[config.mk]
export PLATFORM = sky130hd
export DESIGN_NAME = lpr_match
export DESIGN_NICKNAME = d
export VERILOG_FILES = /design/src/sv/lpr_pkg.sv /design/src/sv/lpr_match.sv
export SDC_FILE = /design/constraint.sdc
export NUM_CORES = 1
export LEC_CHECK = 0
export BUFFER_PORTS_ARGS = -buffer_cell sky130_fd_sc_hd__buf_2
export CORE_ASPECT_RATIO = 0.5
export CORE_MARGIN = 2
export CORE_UTILIZATION = 50
export DETAILED_ROUTE_END_ITERATION = 7
export PLACE_DENSITY = 0.92
export SKIP_CTS_REPAIR_TIMING = 1
export SLEW_MARGIN = 10
export SYNTH_ARGS = -nofsm -noshare
export SYNTH_HDL_FRONTEND = slang
export SYNTH_SLANG_ARGS = --single-unit
[constraint.sdc]
create_clock -name clk -period 12.5 [get_ports clk]
set_clock_uncertainty 0.05 [all_clocks]
set_input_delay 3.75 -clock clk [delete_from_list [all_inputs] [get_ports clk]]
set_output_delay 3.75 -clock clk [all_outputs]
set_load 0.03 [all_outputs]
[src/sv/lpr_pkg.sv]
// Shared types and constants of the longest-prefix route lookup.
`timescale 1ns / 1ps
package lpr_pkg;

  localparam int LPR_ROUTES  = 1024;
  localparam int LPR_ADDR_W  = 32;
  localparam int LPR_PORT_W  = 2;
  localparam int LPR_LEN_W   = 6;

  // Highest accepted output interface is LPR_PORTS - 1.
  localparam int LPR_PORTS   = 4;
  localparam int LPR_PCMP_W  = 7;

  localparam int LPR_IN_DATA_W  = 136;
  localparam int LPR_OUT_DATA_W = 40;
  localparam int LPR_IN_USER_W  = 1;
  localparam int LPR_OUT_USER_W = 2;

  localparam logic LPR_FUNC_INSERT = 1'b0;
  localparam logic LPR_FUNC_LOOKUP = 1'b1;

  localparam int LPR_OUT_FOUND_BIT = 0;
  localparam int LPR_OUT_OK_BIT    = 1;

  typedef struct packed {
    logic [LPR_PORT_W-1:0] port;
    logic [LPR_ADDR_W-1:0] gateway;
    logic [LPR_ADDR_W-1:0] mask;
    logic [LPR_ADDR_W-1:0] prefix;
  } lpr_entry_t;

  typedef struct packed {
    logic                  hit;
    logic [LPR_LEN_W-1:0]  len;
    logic [LPR_PORT_W-1:0] port;
    logic [LPR_ADDR_W-1:0] gateway;
  } lpr_best_t;

endpackage

[src/sv/lpr_match.sv]
// Shared match unit: masked compare and mask weight, then best-route update.
`timescale 1ns / 1ps
module lpr_match (
  input  logic                          clk,
  input  logic                          rst_n,
  input  logic                          clear,
  input  logic                          rd_valid,
  input  lpr_pkg::lpr_entry_t           rd_entry,
  input  logic [lpr_pkg::LPR_ADDR_W-1:0] dest_addr,
  output lpr_pkg::lpr_best_t            best
);
  import lpr_pkg::*;

  logic                  hit_now;
  logic [LPR_LEN_W-1:0]  len_now;

  logic                  m_valid_r;
  logic                  m_hit_r;
  logic [LPR_LEN_W-1:0]  m_len_r;
  logic [LPR_PORT_W-1:0] m_port_r;
  logic [LPR_ADDR_W-1:0] m_nh_r;

  lpr_best_t best_r;
  logic      take;

  assign hit_now = ((rd_entry.prefix ^ dest_addr) & rd_entry.mask) == '0;
  assign len_now = LPR_LEN_W'($countones(rd_entry.mask));

  // Stage one: compare and weigh the entry just read.
  always_ff @(posedge clk) begin
    if (!rst_n) begin
      m_valid_r <= 1'b0;
    end else begin
      m_valid_r <= rd_valid && !clear;
    end
    m_hit_r  <= hit_now;
    m_len_r  <= len_now;
    m_port_r <= rd_entry.port;
    m_nh_r   <= rd_entry.gateway;
  end

  // Strictly longer wins, so the earliest of equal weight is kept.
  assign take = m_valid_r && m_hit_r && (!best_r.hit || (m_len_r > best_r.len));

  always_ff @(posedge clk) begin
    if (!rst_n || clear) begin
      best_r <= '0;
    end else if (take) begin
      best_r.hit     <= 1'b1;
      best_r.len     <= m_len_r;
      best_r.port    <= m_port_r;
      best_r.gateway <= m_nh_r;
    end
  end

  assign best = best_r;

endmodule

==> results by group, run 1 <==
Detailed routing
  – Vias per std cell: about 4.8
  – First-pass detailed-route iteration total: 6
  – Detailed-route wire length: just under 9 mm
  – Via Count: roughly 3,100
  – Remaining DRCs: 0
  – Starting DRC count in detailed routing: 94
  – Routed wirelength normalized by instance count: 13.7 microns
  – Number of nets with antenna violations after routing: 0

Global routing
  – GR Overflow Total: 0
  – Number of antenna violations at the first check in global routing: 0
  – Largest net degree at the start of global routing: 47
  – Total global routing track utilization: ~21%
  – First-pass GRT wire length: between 10 and 15 mm
  – Via count of the first global-routing pass: approximately 3,200

Floorplanning
  – Vertical die dimension: 65.9 microns
  – Total core area: 7380 sq um
  – Chip width: 128 microns
  – Overall die area: 8410 sq um
  – Initial core utilization: about half
  – Std-Cell Rows: 22
  – Number of placed I/O pins: 175

Setup path
  – Count of buffering cells on the critical path with inverters included: 5
  – Classification of the worst setup path: input pin to flip-flop
  – Worst endpoint data arrival time: around 8 ns
  – Slowest-stage cell, CP: sky130_fd_sc_hd__fa_1
  – Endpoint class of the critical path: flip-flop
  – Highest fanout seen on the critical path: 2
  – Register-to-Register Path Depth: 7
  – Worst setup path startpoint: rd_entry[32]
  – CP delay by family, top: adder cells
  – Depth of the critical timing path with buffers and inverters included: 16
  – Slowest Stage Delay on Critical Path: 0.56 ns
  – Worst reg-to-reg setup slack: ~9.7 ns
  – Data required, critical path: 12.71 ns
  – Startpoint type of the worst setup path: input pin
  – Library cell appearing most often on the critical path: sky130_fd_sc_hd__fa_1
  – List of cells traversed by the critical path: buf_2 -> inv_1 -> fa_1 -> inv_1 -> fa_1 -> fa_1 -> fa_1 -> fa_1 -> inv_1 -> fa_1 -> inv_1 -> ha_1 -> fa_1 -> a21o_1 -> a21oi_1 -> xnor2_1
  – Endpoint of the lowest-slack register-to-register path: best[36]
  – Launch point of the worst reg-to-reg path: best[39]

CTS
  – TritonCTS clock tree: done
  – Max Buffers Root-to-Sink: 2
  – H-tree depth reported by CTS: 3
  – Sinks on the clock net: 83
  – CTS Buf Count: 9
  – Root cell of the clock tree: sky130_fd_sc_hd__clkbuf_16
  – Clock latency of the later-clocked register in the worst-skew pair: 0.33 ns
  – Clk slew on worst S/H paths: 0.06 ns

Timing
  – Final setup fails: 0
  – Min cycle time layout: 7.94 ns
  – Slew at the pin closest to its max-slew limit: about 0.93 ns
  – Total count of hold-check failures in the final report: 0
  – RSZ-0062 raised after global routing: no
  – Total negative setup slack: 0 ns
  – Count of pins over their slew limit: 0
  – Relative slew slack: 37.9%
  – Final critical-path setup slack: approximately 4.6 ns
  – F_max: 0.126 GHz
  – Fin crit share: 63.5%

Synth
  – Compound-Gate Fraction of Synth Area: 5.46%
  – Synth unique cells: 24
  – EDFF count, synth: 0
  – Adder-cell share of the synthesized area: between 10% and 20%
  – Average cell area after synthesis: 10.5 sq um
  – Gate Count Post-Synth: 363
  – Proportion of synthesized chip area in sequential cells: 43.4%
  – Number of nets produced by synthesis: 534
  – Parity-gate share of the synthesized area counting xor and xnor cells: 8.01%
  – Multiplexer share of the synthesized area: 10.5%
  – Cell area after technology mapping: roughly 3800 sq um
  – Share of synthesized flip-flops with an asynchronous set or reset: 0%
  – Post-synthesis register bit count: 83
  – Number of warnings issued by yosys: 0
  – Ys flop type: sky130_fd_sc_hd__dfxtp_1
  – Main combinational cell family by area after synthesis: adder cells
  – Post-synthesis share of cell area spent on and, or, nand and nor gates: 9.91%

Finish
  – End-of-flow core utilization: 68.2%
  – Commonest non-fill, non-tap cell in the layout: sky130_fd_sc_hd__buf_2
  – Net count reported at finish: 708
  – Top library cells by usage in the layout, fill and taps aside: sky130_fd_sc_hd__buf_2, sky130_fd_sc_hd__dfxtp_1, sky130_fd_sc_hd__nand2_1
  – # diodes: 0
  – Fill cell count: 560
  – Multi-input logic area: 1950 sq um
  – Proportion of layout cells with a drive suffix above 1: between 30 and 40%
  – Final Cell Area: 5030 sq um
  – Area of all sequential standard cells: around 1700 sq um
  – Area growth from synthesis to final layout: 31.5%

Flow run
  – Max Cap Violations: 0

Power and ir drop
  – PwrDens: 171 nW/um^2
  – LEAKAGE: 0.00241 uW
  – Worst ir drop on vdd: between 0.1 and 0.15 mV

Outcome
  – Result of the run: complete, no violations

Placement
  – Number of buffers inserted by port buffering: between 150 and 200
  – DP HPWL: 7.14 mm
  – Area of placed instances: 4740 sq um
  – Post-Place Worst Slack: 4.19 ns
  – Final Wtd Congestion: roughly 0.97

Hold path
  – Worst hold path endpoint: best[17]
  – Worst hold stages: 2
  – Worst min-delay path category: flip-flop to flip-flop
  – Launch point of the worst hold path: m_nh_r[17]
==> metal layers <==
layer  up-vias  global-route usage [%]  wire length (microns)
met3        26                    4.94                    527
met1      1421                    21.7                   3170
met5         -                       0                      0
li1       1513                       -                      -
met2       112                    42.0                   4770
met4         0                    11.1                    272
==> area by class of cell <==
class / instances / area share, %
multi-input cells: 232 / 38.7
flip-flops and latches: 83 / 33.0
repair buffers: 176 / 17.6
clock buffers: 10 / 4.75
inverters: 35 / 2.61
well taps: 96 / 2.39
clock inverters: 6 / 0.945
==> state kept, by name (all words and copies together), names as in the netlist <==
name and cells:
best 41, m_nh_r 32, m_len_r 6, m_port_r 2, m_hit_r 1, m_valid_r 1
==> cell families after synthesis <==
kind of cell | after synthesis
AO/OA/AOI/OAI | 27
XOR/XNOR | 35
adder cells (fa/ha/maj) | 37
buffers and inverters | 48
flip-flops | 83
multiplexers | 40
AND/OR/NAND/NOR | 93
==> stage by stage <==
stage                     instances  hold WS (ns)  total power (uW)
final                           638         0.391               861
after global routing            638         0.407               932
after CTS                       638         0.394               870
after detailed placement        622         0.384               623
after global placement          622         0.375               601
after floorplan                 363         0.374               539
==> synth_stat cells, drive strengths merged (2+ instances only) <==
library cell	number	area, sq um
mux2i	40	400
nand4	5	31.3
a21oi	3	15.0
nand3	2	10.0
nor2b	4	25.0
a21o	3	22.5
xor2	33	289
xnor2	2	17.5
inv	35	131
fa	24	480
clkbuf	8	30.0
a22oi	16	120
buf	5	65.1
ha	13	163
nand2	80	300
dfxtp	83	1660
==> power by group <==
part	leakage, uW	internal (uW)	total, uW	switching (uW)
Combinational	0.00158	154	323	169
Sequential	0.000683	286	294	7.69
Clock	0.000139	141	244	102
==> worst max path at each step <==
stage	end
after floorplan	m_len_r[4]
final	m_len_r[4]
after global placement	m_len_r[4]
after global routing	m_len_r[4]
after detailed placement	m_len_r[4]
after CTS	m_len_r[4]
==> worst reg2reg max path, delay by kind of cell (launching register included) <==
family,cells,cell delay (ns)
flops,1,0.37
fa+ha+maj,1,0.33
simple gates,1,0.15
mux,1,0.26
compound gates,2,0.98
buf+inv,2,0.54
No activity file was read; power rests on OpenSTA's default activity.
==> run 2: changes to the inputs <==
--- a/config.mk
+++ b/config.mk
@@ -5,12 +5,13 @@
 export SDC_FILE = /design/constraint.sdc
 export NUM_CORES = 1
 export LEC_CHECK = 0
+export ABC_AREA = 1
 export BUFFER_PORTS_ARGS = -buffer_cell sky130_fd_sc_hd__buf_2
 export CORE_ASPECT_RATIO = 0.5
 export CORE_MARGIN = 2
-export CORE_UTILIZATION = 50
+export CORE_UTILIZATION = 48
 export DETAILED_ROUTE_END_ITERATION = 7
-export PLACE_DENSITY = 0.92
+export PLACE_DENSITY = 0.87
 export SKIP_CTS_REPAIR_TIMING = 1
 export SLEW_MARGIN = 10
 export SYNTH_ARGS = -nofsm -noshare
==> constraint.sdc (replaced) <==
create_clock -name clk -period 7.88 [get_ports clk]
set_clock_uncertainty 0.05 [all_clocks]
set_input_delay 2.364 -clock clk [delete_from_list [all_inputs] [get_ports clk]]
set_output_delay 2.364 -clock clk [all_outputs]
set_load 0.03 [all_outputs]
==> results by group, run 2 <==
Outcome
  – Result of the run: complete, no violations

CTS
  – Max Buffers Root-to-Sink: 2 (unchanged)
  – H-tree depth reported by CTS: 3 (unchanged)
  – CTS Buf Count: 9 (unchanged)
  – Clock latency of the later-clocked register in the worst-skew pair: 0.32 ns (about the same)
  – Root cell of the clock tree: sky130_fd_sc_hd__clkbuf_16
  – TritonCTS clock tree: done
  – Sinks on the clock net: 83 (unchanged)
  – Clk slew on worst S/H paths: 0.06 ns (about the same)

Synth
  – Proportion of synthesized chip area in sequential cells: 40.0% (-3.5 points)
  – Top cells by area, synth: sky130_fd_sc_hd__dfxtp_1, sky130_fd_sc_hd__fa_1, sky130_fd_sc_hd__nand2_1
  – Number of nets produced by synthesis: 691 (+29%)
  – Average cell area after synthesis: 7.99 sq um (-24%)
  – Most common cell in the netlist: sky130_fd_sc_hd__nand2_1
  – Post-synthesis register bit count: 83 (unchanged)
  – Share of synthesized flip-flops with an asynchronous set or reset: 0% (unchanged)
  – Largest area contributor in the synthesized netlist: sky130_fd_sc_hd__dfxtp_1
  – Number of warnings issued by yosys: 0 (unchanged)
  – Gate Count Post-Synth: 520 (+43%)
  – Commonest cells post-synth: sky130_fd_sc_hd__nand2_1, sky130_fd_sc_hd__dfxtp_1, sky130_fd_sc_hd__inv_1, sky130_fd_sc_hd__nor2_1, sky130_fd_sc_hd__nand3_1
  – Ys flop type: sky130_fd_sc_hd__dfxtp_1
  – Synth unique cells: 25 (+4.2%)
  – Cell area after technology mapping: 4160 sq um (+8.6%)
  – Area fraction of the dominant cell type after synthesis: 40.0% (-3.5 points)
  – EDFF count, synth: 0 (unchanged)

Placement
  – Final Wtd Congestion: 0.879 (-8.9%)
  – Number of buffers inserted by port buffering: 174 (unchanged)
  – DP HPWL: 7.54 mm (+5.6%)
  – Area of placed instances: 5020 sq um (+5.8%)

Power and ir drop
  – Worst ir drop on vdd: 0.191 mV (+53%)
  – LEAKAGE: 0.00273 uW (+13%)
  – PwrDens: 266 nW/um^2 (+55%)

Finish
  – Net count reported at finish: 858 (+21%)
  – Largest register FFs: 41 (unchanged)
  – Proportion of layout cells with a drive suffix above 1: 30.8% (-5.0 points)
  – Area growth from synthesis to final layout: 28.1%
  – Final Cell Area: 5330 sq um (+5.9%)
  – Commonest non-fill, non-tap cell in the layout: sky130_fd_sc_hd__buf_2
  – Top library cells by usage in the layout, fill and taps aside: sky130_fd_sc_hd__buf_2, sky130_fd_sc_hd__nand2_1, sky130_fd_sc_hd__dfxtp_1
  – Fill cell count: 719 (+28%)
  – # diodes: 0 (unchanged)

Hold path
  – Launch point of the worst hold path: best[12]
  – Worst hold stages: 2 (unchanged)
  – Worst min-delay path category: flip-flop to flip-flop
  – Worst hold path endpoint: best[12]

Setup path
  – Highest fanout seen on the critical path: 2 (unchanged)
  – Endpoint of the lowest-slack register-to-register path: best[27]
  – Worst reg-to-reg setup slack: 5.68 ns (-4.06 ns)
  – Launch point of the worst reg-to-reg path: best[39]
  – Worst endpoint data arrival time: 6.71 ns (-1.44 ns)
  – Startpoint type of the worst setup path: input pin
  – Register-to-Register Path Depth: 11 (+4)
  – Data required, critical path: 8.08 ns (-4.63 ns)
  – Classification of the worst setup path: input pin to flip-flop
  – Endpoint class of the critical path: flip-flop

Floorplanning
  – Initial core utilization: 50.7% (-1.2 points)
  – Chip width: 136 microns (+6.2%)
  – Vertical die dimension: 69.8 microns (+6.0%)
  – Number of placed I/O pins: 175 (unchanged)
  – Overall die area: 9460 sq um (+13%)
  – Std-Cell Rows: 23 (+4.5%)
  – Total core area: 8200 sq um (+11%)

Timing
  – Total count of hold-check failures in the final report: 0 (unchanged)
  – Relative slew slack: 48.5% (+11 points)
  – Count of pins over their slew limit: 0 (unchanged)
  – Fin crit share: 82.6%
  – Final setup fails: 0 (unchanged)
  – Total negative setup slack: 0 ns (unchanged)
  – Slew at the pin closest to its max-slew limit: 0.772 ns (-0.159 ns)
  – Min cycle time layout: between 6 and 7 ns
  – RSZ-0062 raised after global routing: no
  – F_max: approximately 0.15 GHz

Detailed routing
  – Routed wirelength normalized by instance count: 12.0 microns (-13%)
  – Number of nets with antenna violations after routing: 0 (unchanged)
  – Starting DRC count in detailed routing: 127 (+35%)
  – Detailed-route wire length: 9.63 mm (+10%)
  – Remaining DRCs: 0 (unchanged)
  – First-pass detailed-route iteration total: 4 (-2)
  – Vias per std cell: 4.63 (-3.9%)
  – Via Count: 3,721 (+21%)

Global routing
  – Number of antenna violations at the first check in global routing: 0 (unchanged)
  – Total global routing track utilization: 20.7% (-0.75 points)
  – GR Overflow Total: 0 (unchanged)
  – Via count of the first global-routing pass: 3,589 (+13%)
  – First-pass GRT wire length: 15.9 mm (+15%)
  – Largest net degree at the start of global routing: 81 (+72%)

Flow run
  – Max Cap Violations: 0 (unchanged)
==> run 2: critical path, stage by stage <==
cell                      delay, ns
sky130_fd_sc_hd__buf_2         0.07
sky130_fd_sc_hd__inv_1         0.06
sky130_fd_sc_hd__fa_1          0.54
sky130_fd_sc_hd__inv_1         0.06
sky130_fd_sc_hd__fa_1          0.53
sky130_fd_sc_hd__fa_1          0.45
sky130_fd_sc_hd__fa_1          0.51
sky130_fd_sc_hd__fa_1          0.52
sky130_fd_sc_hd__inv_1         0.05
sky130_fd_sc_hd__fa_1          0.48
sky130_fd_sc_hd__inv_1         0.04
sky130_fd_sc_hd__ha_1          0.20
sky130_fd_sc_hd__fa_1          0.40
sky130_fd_sc_hd__a21oi_1       0.16
sky130_fd_sc_hd__nor2_1        0.05
sky130_fd_sc_hd__nor2_1        0.11
sky130_fd_sc_hd__xnor2_1       0.12
==> run 2: how the worst max path moves through the flow <==
stage / end / slack (ns) / startpoint / depth (start not counted)
final: m_len_r[4] / 1.37 / rd_entry[32] / 17
after global routing: m_len_r[4] / 1.15 / rd_entry[32] / 17
after CTS: m_len_r[4] / 1.36 / rd_entry[32] / 17
after detailed placement: m_len_r[4] / 1.02 / rd_entry[32] / 17
after global placement: m_len_r[4] / 1.11 / rd_entry[32] / 17
after floorplan: m_len_r[4] / 1.30 / rd_entry[32] / 16
==> run 2: routing by layer <==
layer	track usage, %	wire (microns)
met1	22.9	3940
met2	39.5	4960
met3	4.31	492
met4	6.48	244
met5	0	0
==> run 2: stage by stage <==
stage          setup WS (ns)  util, %  hold WS (ns)  instances  total power, uW
3_5_place_dp            1.02     61.2         0.413        788             1020
6_report                1.37     64.9         0.426        804             1420
5_1_grt                 1.15     64.9         0.454        804             1540
2_1_floorplan           1.30        -         0.452        520              870
4_1_cts                 1.36     64.9         0.428        804             1440
3_3_place_gp            1.11     61.2         0.408        788              973
==> run 2: where the power goes <==
part / switching (uW) / leakage, uW / internal (uW)
registers: 10.1 / 0.000683 / 454
clock network: 153 / 0.000146 / 263
logic: 296 / 0.00190 / 239
==> run 2: final cells by class <==
class	instances	area, sq um	share of cell area (%)
Clock inverter	3	46.3	0.869
Clock buffer	13	260	4.89
Inverter	82	308	5.78
Multi-Input combinational cell	335	2020	38.0
Sequential cell	83	1660	31.2
Timing Repair Buffer	176	886	16.6
Tap cell	112	140	2.63
==> run 2: cells by family (layout without fill, tap and decap cells) <==
logic type	Yosys count	after routing	synth area share (%)
xor gates and xnor gates	7	7	1.48
DFF	83	83	40.0
buffers and inverters	102	274	11.4
adders and majority gates	37	37	15.5
and+or+nand+nor	238	238	25.2
AOI/OAI and AO/OA	53	53	6.53
==> run 3: changes to the inputs <==
--- a/config.mk
+++ b/config.mk
@@ -5,13 +5,13 @@
 export SDC_FILE = /design/constraint.sdc
 export NUM_CORES = 1
 export LEC_CHECK = 0
-export ABC_AREA = 1
+export ABC_AREA = 0
 export BUFFER_PORTS_ARGS = -buffer_cell sky130_fd_sc_hd__buf_2
 export CORE_ASPECT_RATIO = 0.5
 export CORE_MARGIN = 2
-export CORE_UTILIZATION = 48
+export CORE_UTILIZATION = 42
 export DETAILED_ROUTE_END_ITERATION = 7
-export PLACE_DENSITY = 0.87
+export PLACE_DENSITY = 0.83
 export SKIP_CTS_REPAIR_TIMING = 1
 export SLEW_MARGIN = 10
 export SYNTH_ARGS = -nofsm -noshare
==> constraint.sdc (replaced) <==
create_clock -name clk -period 5.46 [get_ports clk]
set_clock_uncertainty 0.05 [all_clocks]
set_input_delay 1.638 -clock clk [delete_from_list [all_inputs] [get_ports clk]]
set_output_delay 1.638 -clock clk [all_outputs]
set_load 0.03 [all_outputs]
==> results by group, run 3 (synthesized netlist as in run 1, its figures left out) <==
Outcome
  – Result of the run: finished with violations
  – Failing checks: setup timing

Timing
  – Total negative setup slack: -0.360 ns (-0.360 ns)
  – Fin crit share: 104%
  – Min cycle time layout: 5.66 ns
  – Final critical-path setup slack: -0.199 ns (-1.57 ns)
  – Count of pins over their slew limit: 0 (unchanged)
  – F_max: 0.177 GHz
  – Slew at the pin closest to its max-slew limit: 1.04 ns (+0.265 ns)
  – Final setup fails: 2 (+2)
  – Total count of hold-check failures in the final report: 0 (unchanged)
  – Relative slew slack: 30.7% (-18 points)
  – RSZ-0062 raised after global routing: yes

CTS
  – TritonCTS clock tree: done
  – CTS Buf Count: 9 (unchanged)
  – Clock latency of the later-clocked register in the worst-skew pair: 0.32 ns (about the same)
  – Sinks on the clock net: 83 (unchanged)
  – Max Buffers Root-to-Sink: 2 (unchanged)
  – Root cell of the clock tree: sky130_fd_sc_hd__clkbuf_16
  – H-tree depth reported by CTS: 3 (unchanged)
  – Clk slew on worst S/H paths: 0.06 ns (about the same)

Global routing
  – Total global routing track utilization: 17.9% (-2.7 points)
  – First-pass GRT wire length: 14.2 mm (-10%)
  – GR Overflow Total: 0 (unchanged)
  – Number of antenna violations at the first check in global routing: 0 (unchanged)
  – Largest net degree at the start of global routing: 52 (-36%)
  – Via count of the first global-routing pass: 3,167 (-12%)

Setup path
  – Startpoint type of the worst setup path: input pin
  – Classification of the worst setup path: input pin to flip-flop
  – Data required, critical path: 5.66 ns (-2.42 ns)
  – Register-to-Register Path Depth: 7 (-4)
  – Endpoint class of the critical path: flip-flop
  – Highest fanout seen on the critical path: 2 (unchanged)
  – Worst endpoint data arrival time: 5.86 ns (-0.85 ns)

Detailed routing
  – Via Count: 3,113 (-16%)
  – Vias per std cell: 4.62 (-0.20%)
  – Detailed-route wire length: 8.76 mm (-9.1%)
  – Starting DRC count in detailed routing: 112 (-12%)
  – Routed wirelength normalized by instance count: 13.0 microns (+8.4%)
  – Number of nets with antenna violations after routing: 0 (unchanged)
  – First-pass detailed-route iteration total: 4 (unchanged)
  – Remaining DRCs: 0 (unchanged)

Finish
  – Top library cells by usage in the layout, fill and taps aside: sky130_fd_sc_hd__buf_2, sky130_fd_sc_hd__dfxtp_1, sky130_fd_sc_hd__nand2_1
  – Net count reported at finish: 723 (-16%)
  – Area growth from synthesis to final layout: 38.0%
  – Largest register FFs: 41 (unchanged)
  – Commonest non-fill, non-tap cell in the layout: sky130_fd_sc_hd__buf_2
  – Proportion of layout cells with a drive suffix above 1: 40.8% (+10 points)
  – Fill cell count: 739 (+2.8%)
  – # diodes: 0 (unchanged)

Floorplanning
  – Std-Cell Rows: 24 (+4.3%)
  – Chip width: 139 microns (+2.5%)
  – Overall die area: 9940 sq um (+5.0%)
  – Number of placed I/O pins: 175 (unchanged)
  – Total core area: 8770 sq um (+6.9%)
  – Initial core utilization: 43.6% (-7.0 points)
  – Vertical die dimension: 71.5 microns (+2.4%)

Hold path
  – Worst hold stages: 2 (unchanged)
  – Worst min-delay path category: flip-flop to flip-flop

Placement
  – Final Wtd Congestion: 0.919 (+4.6%)
  – DP HPWL: 7.01 mm (-6.9%)
  – Number of buffers inserted by port buffering: 174 (unchanged)
  – Post-Place Worst Slack: -0.651 ns (-1.67 ns)

Flow run
  – Max Cap Violations: 0 (unchanged)

Power and ir drop
  – LEAKAGE: 0.00249 uW (-8.6%)
  – PwrDens: 439 nW/um^2 (+65%)
  – Worst ir drop on vdd: 0.285 mV (+49%)
[run 3: final timing paths]
kind	startpoint	end	slack, ns
setup / recovery	rd_entry[35]	m_len_r[4]	-0.20
hold / removal	m_nh_r[17]	best[17]	0.39
hold reg to reg	m_nh_r[17]	best[17]	0.39
setup reg to reg	best[39]	best[14]	2.76
[run 3: critical path: stages]
cell and delay, ns:
sky130_fd_sc_hd__buf_8 0.08, sky130_fd_sc_hd__inv_4 0.03, sky130_fd_sc_hd__fa_1 0.54, sky130_fd_sc_hd__inv_2 0.04, sky130_fd_sc_hd__fa_2 0.57, sky130_fd_sc_hd__fa_2 0.45, sky130_fd_sc_hd__fa_2 0.46, sky130_fd_sc_hd__fa_1 0.50
sky130_fd_sc_hd__inv_1 0.05, sky130_fd_sc_hd__fa_1 0.47, sky130_fd_sc_hd__inv_1 0.05, sky130_fd_sc_hd__ha_2 0.18, sky130_fd_sc_hd__fa_2 0.37, sky130_fd_sc_hd__a21o_1 0.18, sky130_fd_sc_hd__a21oi_2 0.13, sky130_fd_sc_hd__xnor2_1 0.13
[run 3: layout make-up]
| class | instances | area, sq um | share of cell area [%] |
|---|---|---|---|
| clock inverter | 6 | 63.8 | 1.21 |
| timing repair buffer | 191 | 1040 | 19.6 |
| tap | 117 | 146 | 2.77 |
| sequential | 83 | 1660 | 31.5 |
| multi-input combinational | 232 | 1990 | 37.7 |
| clock buffer | 10 | 239 | 4.53 |
| inverter | 35 | 141 | 2.68 |
[run 3: metrics by stage]
| stage | cells | utilization (%) | hold WS, ns | power, uW | instance area (sq um) |
|---|---|---|---|---|---|
| 3_3_place_gp | 657 | 56.1 | 0.376 | 1580 | 4920 |
| 5_1_grt | 674 | 60.2 | 0.406 | 2520 | 5280 |
| 2_1_floorplan | 363 | - | 0.374 | 1310 | 3870 |
| 3_5_place_dp | 657 | 56.1 | 0.386 | 1650 | 4920 |
| 6_report | 674 | 60.2 | 0.391 | 2320 | 5280 |
| 4_1_cts | 673 | 59.5 | 0.395 | 2260 | 5220 |
[run 3: power breakdown]
part	switching (uW)	leakage (uW)	internal, uW
clock network	229	0.000145	366
registers	15.3	0.000683	656
logic	480	0.00166	570
[run 3: per-layer routing]
metal | track usage (%) | up-vias | part of all wire [%]
met5 | 0 | - | 0
met4 | 7.52 | 0 | 2.4
met3 | 4.55 | 18 | 4.4
met2 | 33.6 | 100 | 53
met1 | 19.9 | 1452 | 40
li1 | - | 1543 | -
